--- config.mk ---
export PLATFORM = sky130hd
export DESIGN_NAME = moving_average_window
export DESIGN_NICKNAME = d
export VERILOG_FILES = /design/src/mavw_pkg.sv /design/src/moving_average_window.sv /design/src/mavw_ring.sv /design/src/mavw_divider.sv
export SDC_FILE = /design/constraint.sdc
export NUM_CORES = 2
export LEC_CHECK = 0
export BUFFER_PORTS_ARGS = -buffer_cell sky130_fd_sc_hd__buf_4
export CORE_ASPECT_RATIO = 1.75
export CORE_MARGIN = 1.5
export CORE_UTILIZATION = 50
export DETAILED_ROUTE_END_ITERATION = 10
export PLACE_DENSITY = 0.65
export SLEW_MARGIN = 20
export SYNTH_ARGS = -nofsm -noshare
export SYNTH_HDL_FRONTEND = slang
export SYNTH_HIERARCHICAL = 1
export SYNTH_SLANG_ARGS = --single-unit
--- constraint.sdc ---
create_clock -name clk -period 12.5 [get_ports clk]
set_input_delay 1.25 -clock clk [delete_from_list [all_inputs] [get_ports clk]]
set_output_delay 1.25 -clock clk [all_outputs]
set_load 0.01 [all_outputs]
--- src/mavw_pkg.sv ---
// Package with shared constants and types of the moving average window.
`timescale 1ns / 1ps
package mavw_pkg;

	localparam int SAMPLE_W = 32;
	localparam int WINDOW_W = 7;
	localparam int MAX_WINDOW_DEF = 64;
	localparam logic [WINDOW_W-1:0] WINDOW_RST = 7'd8;

	typedef enum logic [2:0] {
		ST_IDLE,
		ST_SUM,
		ST_DIV_START,
		ST_DIV_WAIT,
		ST_DONE
	} mavw_state_t;

	// Status of the serial divider as seen by the sequencer.
	typedef struct packed {
		logic busy;
		logic done;
	} mavw_div_stat_t;

endpackage

--- src/moving_average_window.sv ---
// An accepted number is written to the history; the kept entries are then read back from the
// newest and summed, the one-bit-per-cycle serial divider divides the sum by the kept count,
// and the result moves into the output register. No new item is taken until that result is
// loaded, so a stalled output holds the block. A non-number goes straight to the output with
// ok low. Reset clears pointers, count, state and window (to 8); the history memory is not
// cleared, because only entries written since reset are read.
`timescale 1ns / 1ps
module moving_average_window
	import mavw_pkg::*;
#(
	parameter int MAX_WINDOW = MAX_WINDOW_DEF
) (
	input  logic                       clk,
	input  logic                       arst_n,
	// Input channel.
	input  logic                       in_valid,
	output logic                       in_stall,
	input  logic signed [SAMPLE_W-1:0] sample,
	input  logic                       is_number,
	// Output channel.
	output logic                       out_valid,
	input  logic                       out_stall,
	output logic signed [SAMPLE_W-1:0] average,
	output logic                       ok,
	// Configuration write channel.
	input  logic                       cfg_valid,
	output logic                       cfg_ready,
	input  logic [WINDOW_W-1:0]        window_length
);

	localparam int PTR_W = (MAX_WINDOW > 1) ? $clog2(MAX_WINDOW) : 1;
	localparam int CNT_W = $clog2(MAX_WINDOW + 1);
	localparam int SUM_W = SAMPLE_W + CNT_W;
	localparam int CMP_W = (CNT_W > WINDOW_W) ? CNT_W : WINDOW_W;
	localparam logic [PTR_W-1:0] LAST_PTR = PTR_W'(MAX_WINDOW - 1);
	localparam logic [CNT_W-1:0] MAX_CNT  = CNT_W'(MAX_WINDOW);
	localparam logic [CMP_W-1:0] MAX_CMP  = CMP_W'(MAX_WINDOW);

	mavw_state_t state_q, state_d;

	logic [WINDOW_W-1:0] window_q;
	logic [PTR_W-1:0]    wr_ptr_q;
	logic [PTR_W-1:0]    rd_ptr_q;
	logic [CNT_W-1:0]    kept_q;
	logic [CNT_W-1:0]    left_q;
	logic                rd_pend_q;
	logic [SUM_W-1:0]    sum_q;
	logic                ok_item_q;
	logic                out_valid_q;
	logic [SAMPLE_W-1:0] average_q;
	logic                ok_q;

	logic                accept;
	logic                wr_en;
	logic                rd_en;
	logic                out_load;
	logic                div_start;
	logic [CMP_W-1:0]    win_ext;
	logic [CMP_W-1:0]    win_eff;
	logic [CNT_W-1:0]    kept_inc;
	logic [CMP_W-1:0]    kept_cmp;
	logic [CNT_W-1:0]    kept_new;
	logic [SAMPLE_W-1:0] rd_data;
	logic [SUM_W-1:0]    sample_ext;
	logic [SUM_W-1:0]    sum_mag;
	logic [SUM_W-1:0]    div_quot;
	logic [SAMPLE_W-1:0] quot_low;
	logic [SAMPLE_W-1:0] mean;
	mavw_div_stat_t      div_stat;

	// An item transfers only while the sequencer is idle; a finished result may still
	// be waiting in the output register at that time.
	assign in_stall  = (state_q != ST_IDLE);
	assign cfg_ready = (state_q == ST_IDLE);
	assign accept    = in_valid && !in_stall;
	assign wr_en     = accept && is_number;

	// Effective window: zero acts as one and anything above the history depth is clamped.
	assign win_ext = CMP_W'(window_q);
	always_comb begin
		if (win_ext == '0) begin
			win_eff = CMP_W'(1);
		end else if (win_ext > MAX_CMP) begin
			win_eff = MAX_CMP;
		end else begin
			win_eff = win_ext;
		end
	end

	// The kept count grows by one per accepted number and is cut back to the window,
	// which also drops the oldest entries after the window has shrunk.
	assign kept_inc = (kept_q < MAX_CNT) ? kept_q + CNT_W'(1) : kept_q;
	assign kept_cmp = CMP_W'(kept_inc);
	assign kept_new = (kept_cmp > win_eff) ? win_eff[CNT_W-1:0] : kept_inc;

	// One history read per cycle while entries remain, walking back from the newest.
	assign rd_en = (state_q == ST_SUM) && (left_q != '0);

	mavw_ring #(
		.DEPTH  (MAX_WINDOW),
		.ADDR_W (PTR_W)
	) u_ring (
		.clk     (clk),
		.wr_en   (wr_en),
		.wr_addr (wr_ptr_q),
		.wr_data (sample),
		.rd_en   (rd_en),
		.rd_addr (rd_ptr_q),
		.rd_data (rd_data)
	);

	assign sample_ext = {{CNT_W{rd_data[SAMPLE_W-1]}}, rd_data};

	// The divider works on magnitudes, so the quotient truncates toward zero once the
	// sign of the sum is put back.
	assign sum_mag = sum_q[SUM_W-1] ? (~sum_q + SUM_W'(1)) : sum_q;

	mavw_divider #(
		.NUM_W (SUM_W),
		.DEN_W (CNT_W)
	) u_div (
		.clk      (clk),
		.arst_n   (arst_n),
		.start    (div_start),
		.dividend (sum_mag),
		.divisor  (kept_q),
		.stat     (div_stat),
		.quotient (div_quot)
	);

	assign quot_low = div_quot[SAMPLE_W-1:0];
	assign mean     = sum_q[SUM_W-1] ? (~quot_low + SAMPLE_W'(1)) : quot_low;

	// The result moves into the output register once that register is empty or is
	// being emptied by a transfer in the same cycle.
	assign out_load = (state_q == ST_DONE) && (!out_valid_q || !out_stall);

	always_ff @(posedge clk or negedge arst_n) begin
		if (!arst_n) begin
			state_q <= ST_IDLE;
		end else begin
			state_q <= state_d;
		end
	end

	always_comb begin
		state_d   = state_q;
		div_start = 1'b0;
		unique case (state_q)
			ST_IDLE: begin
				if (accept) begin
					state_d = is_number ? ST_SUM : ST_DONE;
				end
			end
			ST_SUM: begin
				if ((left_q == '0) && !rd_pend_q) begin
					state_d = ST_DIV_START;
				end
			end
			ST_DIV_START: begin
				div_start = 1'b1;
				state_d   = ST_DIV_WAIT;
			end
			ST_DIV_WAIT: begin
				if (div_stat.done && !div_stat.busy) begin
					state_d = ST_DONE;
				end
			end
			ST_DONE: begin
				if (out_load) begin
					state_d = ST_IDLE;
				end
			end
			default: begin
				state_d = ST_IDLE;
			end
		endcase
	end

	// Configuration register.
	always_ff @(posedge clk or negedge arst_n) begin
		if (!arst_n) begin
			window_q <= WINDOW_RST;
		end else if (cfg_valid && cfg_ready) begin
			window_q <= window_length;
		end
	end

	// History pointers and counters.
	always_ff @(posedge clk or negedge arst_n) begin
		if (!arst_n) begin
			wr_ptr_q  <= '0;
			rd_ptr_q  <= '0;
			kept_q    <= '0;
			left_q    <= '0;
			rd_pend_q <= 1'b0;
			ok_item_q <= 1'b0;
		end else begin
			rd_pend_q <= rd_en;
			if (accept) begin
				ok_item_q <= is_number;
			end
			if (wr_en) begin
				wr_ptr_q <= (wr_ptr_q == LAST_PTR) ? '0 : wr_ptr_q + PTR_W'(1);
				rd_ptr_q <= wr_ptr_q;
				kept_q   <= kept_new;
				left_q   <= kept_new;
			end else if (rd_en) begin
				rd_ptr_q <= (rd_ptr_q == '0) ? LAST_PTR : rd_ptr_q - PTR_W'(1);
				left_q   <= left_q - CNT_W'(1);
			end
		end
	end

	// Accumulator: the wide sum cannot overflow for any window up to the history depth.
	always_ff @(posedge clk) begin
		if (wr_en) begin
			sum_q <= '0;
		end else if (rd_pend_q) begin
			sum_q <= sum_q + sample_ext;
		end
	end

	// Output register.
	always_ff @(posedge clk or negedge arst_n) begin
		if (!arst_n) begin
			out_valid_q <= 1'b0;
		end else if (out_load) begin
			out_valid_q <= 1'b1;
		end else if (!out_stall) begin
			out_valid_q <= 1'b0;
		end
	end

	always_ff @(posedge clk) begin
		if (out_load) begin
			average_q <= ok_item_q ? mean : '0;
			ok_q      <= ok_item_q;
		end
	end

	assign out_valid = out_valid_q;
	assign average   = average_q;
	assign ok        = ok_q;

endmodule

--- src/mavw_ring.sv ---
// Sample history memory with one write port and one registered read port.
`timescale 1ns / 1ps
module mavw_ring
	import mavw_pkg::*;
#(
	parameter int DEPTH = MAX_WINDOW_DEF,
	parameter int ADDR_W = 6
) (
	input  logic                clk,
	input  logic                wr_en,
	input  logic [ADDR_W-1:0]   wr_addr,
	input  logic [SAMPLE_W-1:0] wr_data,
	input  logic                rd_en,
	input  logic [ADDR_W-1:0]   rd_addr,
	output logic [SAMPLE_W-1:0] rd_data
);

	logic [SAMPLE_W-1:0] mem_q [DEPTH];
	logic [SAMPLE_W-1:0] rd_data_q;

	always_ff @(posedge clk) begin
		if (wr_en) begin
			mem_q[wr_addr] <= wr_data;
		end
	end

	always_ff @(posedge clk) begin
		if (rd_en) begin
			rd_data_q <= mem_q[rd_addr];
		end
	end

	assign rd_data = rd_data_q;

endmodule

--- src/mavw_divider.sv ---
// Restoring serial divider, one quotient bit per cycle, unsigned operands.
`timescale 1ns / 1ps
module mavw_divider
	import mavw_pkg::*;
#(
	parameter int NUM_W = 39,
	parameter int DEN_W = 7
) (
	input  logic             clk,
	input  logic             arst_n,
	input  logic             start,
	input  logic [NUM_W-1:0] dividend,
	input  logic [DEN_W-1:0] divisor,
	output mavw_div_stat_t   stat,
	output logic [NUM_W-1:0] quotient
);

	localparam int CNT_W = $clog2(NUM_W + 1);

	logic             busy_q;
	logic             done_q;
	logic [CNT_W-1:0] cnt_q;
	logic [DEN_W-1:0] rem_q;
	logic [DEN_W-1:0] divisor_q;
	logic [NUM_W-1:0] quot_q;
	logic [DEN_W:0]   trial;
	logic [DEN_W:0]   diff;
	logic             fits;

	// The remainder stays below the divisor, so the trial value fits one extra bit.
	assign trial = {rem_q, quot_q[NUM_W-1]};
	assign diff  = trial - {1'b0, divisor_q};
	assign fits  = trial >= {1'b0, divisor_q};

	always_ff @(posedge clk or negedge arst_n) begin
		if (!arst_n) begin
			busy_q <= 1'b0;
			done_q <= 1'b0;
			cnt_q  <= '0;
		end else begin
			done_q <= 1'b0;
			if (start) begin
				busy_q <= 1'b1;
				cnt_q  <= CNT_W'(NUM_W);
			end else if (busy_q) begin
				cnt_q <= cnt_q - CNT_W'(1);
				if (cnt_q == CNT_W'(1)) begin
					busy_q <= 1'b0;
					done_q <= 1'b1;
				end
			end
		end
	end

	always_ff @(posedge clk) begin
		if (start) begin
			rem_q     <= '0;
			divisor_q <= divisor;
			quot_q    <= dividend;
		end else if (busy_q) begin
			rem_q  <= fits ? diff[DEN_W-1:0] : trial[DEN_W-1:0];
			quot_q <= {quot_q[NUM_W-2:0], fits};
		end
	end

	assign stat.busy = busy_q;
	assign stat.done = done_q;
	assign quotient  = quot_q;

endmodule

==> results.ini <==
[drt]
wl_per_cell_um = 30.9
route.detailed.drc = 0
vias = 44900
ant_nets = 0
drt_iter0_drc = 4159
vias_per_cell = 6.21
routed_wl_mm = 223
drtPass1Iterations = 7

[synthesis]
syn-num-nets = 4628
syn_inst = 4519
async_reset_ff_share_pct = 2.09
syn_area_sq_um = 90200
ys.flop_type = edfxtp_1
synth_seq_cells = 2252
ys_types = 88
synth_warnings = 6
synth_edf_count = 2159
ys_seq_area_share_pct = 74.2
synth.avg_cell_area_sq_um = 20.0

[clock_network]
clkTransAtPathRegs_ps = 60
cts_setup_buffers = 0
cts_buffer_depth = 4
cts_tree = built
cts_root_buf = clkbuf_16
cts_hold_buf = 0
ctsHtreeMaxLevel = 4
cts_sinks = 2252
post_cts_resized = 0
clk_latency_ps = 860
cts_buffers = 200

[finish]
seq_area_sq_um = 66900
layout_commonest_cell = edfxtp_1
drive_above_1_share_pct = 24.5
design_area_sq_um = 101000
final_nets = 4788
mostFrequentLayoutCells = edfxtp_1 (2,159), mux4_2 (544), clkbuf_16 (201), buf_4 (177), nor2_1 (171)
multiInputGateArea_sq_um = 22500
nFillCells = 13300
postLayoutCoreUtil_pct = 56.1
area_growth_pct = 11.8

[grt]
grt_pass1_vias = 45600
antenna_found_initial = 8
grt_max_degree = 109
grt.overflow.total = 0
grt_pass1_wl_mm = 321
grt_usage_pct = 24.6

[floorplanning]
rows = 206
die_area_sq_um = 183000
dieHeight_um = 565
core_region_area_sq_um = 180000
dieWidth_um = 324
start_util_pct = 50.2
ios = 81

[critical_path]
arrival_ps = 5250
end_kind = flop
required_ps = 13070
crit_path_frequent_cell = mux4_2
cp.buffers_inverters = 2
crit_fanout = 91
crit_chain = buf_12, buf_4, mux4_2, mux4_2, o22ai_1, nor2_1
crit_type = flop to flop
slowest_delay_ps = 920
cp-start-kind = flop
slowest_stage = dfrtp_4
crit_family = buffers and inverters

[timing]
fin_crit_ps = 4680
rsz0062_at_grt = no
fmax_ghz = 0.214
setup_tns_ps = 0
hold_viol_final = 0
final-max-slew-violation-count = 0
tightest_slew_ps = 1060
setup_viol = 0
period_share_pct = 37.4
fin_skew_ps = 42.3
setup_ws_ps = 7820
max-slew-margin-rel_pct = 28.9

[pwr]
power-per-cell-area_nw_per_um2 = 145
total_power_mw = 14.6
vdd.ir_drop.worst_mv = 0.109
leakage_nw = 31.4

[placed_design]
place_congestion = 0.849
hpwlAfterDp_mm = 137
dp_slack_ps = 7800
numPortBuffers = 80
postPlaceCellArea_sq_um = 94200

[worst_hold_path]
hp-class = input pin to async pin

[job]
maxCapViolCount = 0

[status]
outcome = complete, no violations

cell usage after synthesis (60+ instances only):
| master | instances | area (sq um) |
|---|---|---|
| edfxtp_1 | 2159 | 64800 |
| mux4_2 | 544 | 12300 |
| nor2_1 | 233 | 875 |
| a21oi_1 | 143 | 716 |
| nand2_1 | 125 | 469 |
| clkbuf_1 | 117 | 439 |
| mux2i_1 | 117 | 1170 |
| xnor2_1 | 101 | 885 |
| o22ai_1 | 86 | 538 |
| ha_1 | 62 | 776 |
| buf_2 | 60 | 300 |
| o21ai_0 | 60 | 300 |
per-layer routing:
metal  vias to the layer above  global-route usage [%]  routed length (um)
li1                      18900                       -                   -
met1                     23900                    29.3               79800
met2                      1652                    45.0              122000
met3                       397                    3.19               12400
met4                         6                    9.67                9360
met5                         -                       0                  43
logic make-up (layout without fill, tap and decap cells):
family                   count (synthesis)  in the layout  synth area share, %
AND/OR/NAND/NOR                        613            613                 3.29
other                                    0              7                    0
XOR/XNOR                               122            122                 1.18
flip-flops                            2252           2252                 74.2
AO/OA/AOI/OAI                          486            486                 3.53
multiplexers                           707            707                 15.5
buffers and inverters                  275            589                 1.42
adder cells (fa/ha/maj)                 64             64                0.904
state kept, by name, indices dropped and copies added, names as in the netlist, 32 cells and up:
name            cells
average            32
sum_q              39
u_div/quotient     39
u_ring/mem_q     2048
u_ring/rd_data     32
metrics by stage:
step                      instances  hold WS, ps
final                          7232          415
after global routing           7226          457
after CTS                      7221          406
after detailed placement       6865          502
after global placement         6853          495
after floorplan                4519          477
report_power, final:
| group | switching, mW | total, mW | internal (mW) |
|---|---|---|---|
| combinational | 0.120 | 0.129 | 0.00862 |
| sequential | 0.0000000000000000220 | 8.25 | 8.25 |
| clock | 2.71 | 6.21 | 3.50 |
path summary, 6_finish.rpt:
check	from	endpoint	slack, ps	cells after the start
setup / recovery	rd_ptr_q[0]	u_ring/rd_data[15]	7820	6
hold / removal	arst_n	win_ext[0]	420	1
setup reg to reg	rd_ptr_q[0]	u_ring/rd_data[15]	7820	6
hold reg to reg	u_div/rem_q[1]	u_div/rem_q[2]	510	2
max in group asynchronous	arst_n	rd_ptr_q[2]	11620	1
min in group clk	u_div/rem_q[1]	u_div/rem_q[2]	510	2
cell type report:
cell class	count	area share, %
flip-flops and latches	2252	66.4
well taps	2392	2.97
diodes	7	0.0174
inverters	36	0.134
clock buffers	231	5.10
repair buffers	197	1.77
multi-input cells	1992	22.3
clock inverters	125	1.35
Power figures use the tool's default switching activity.
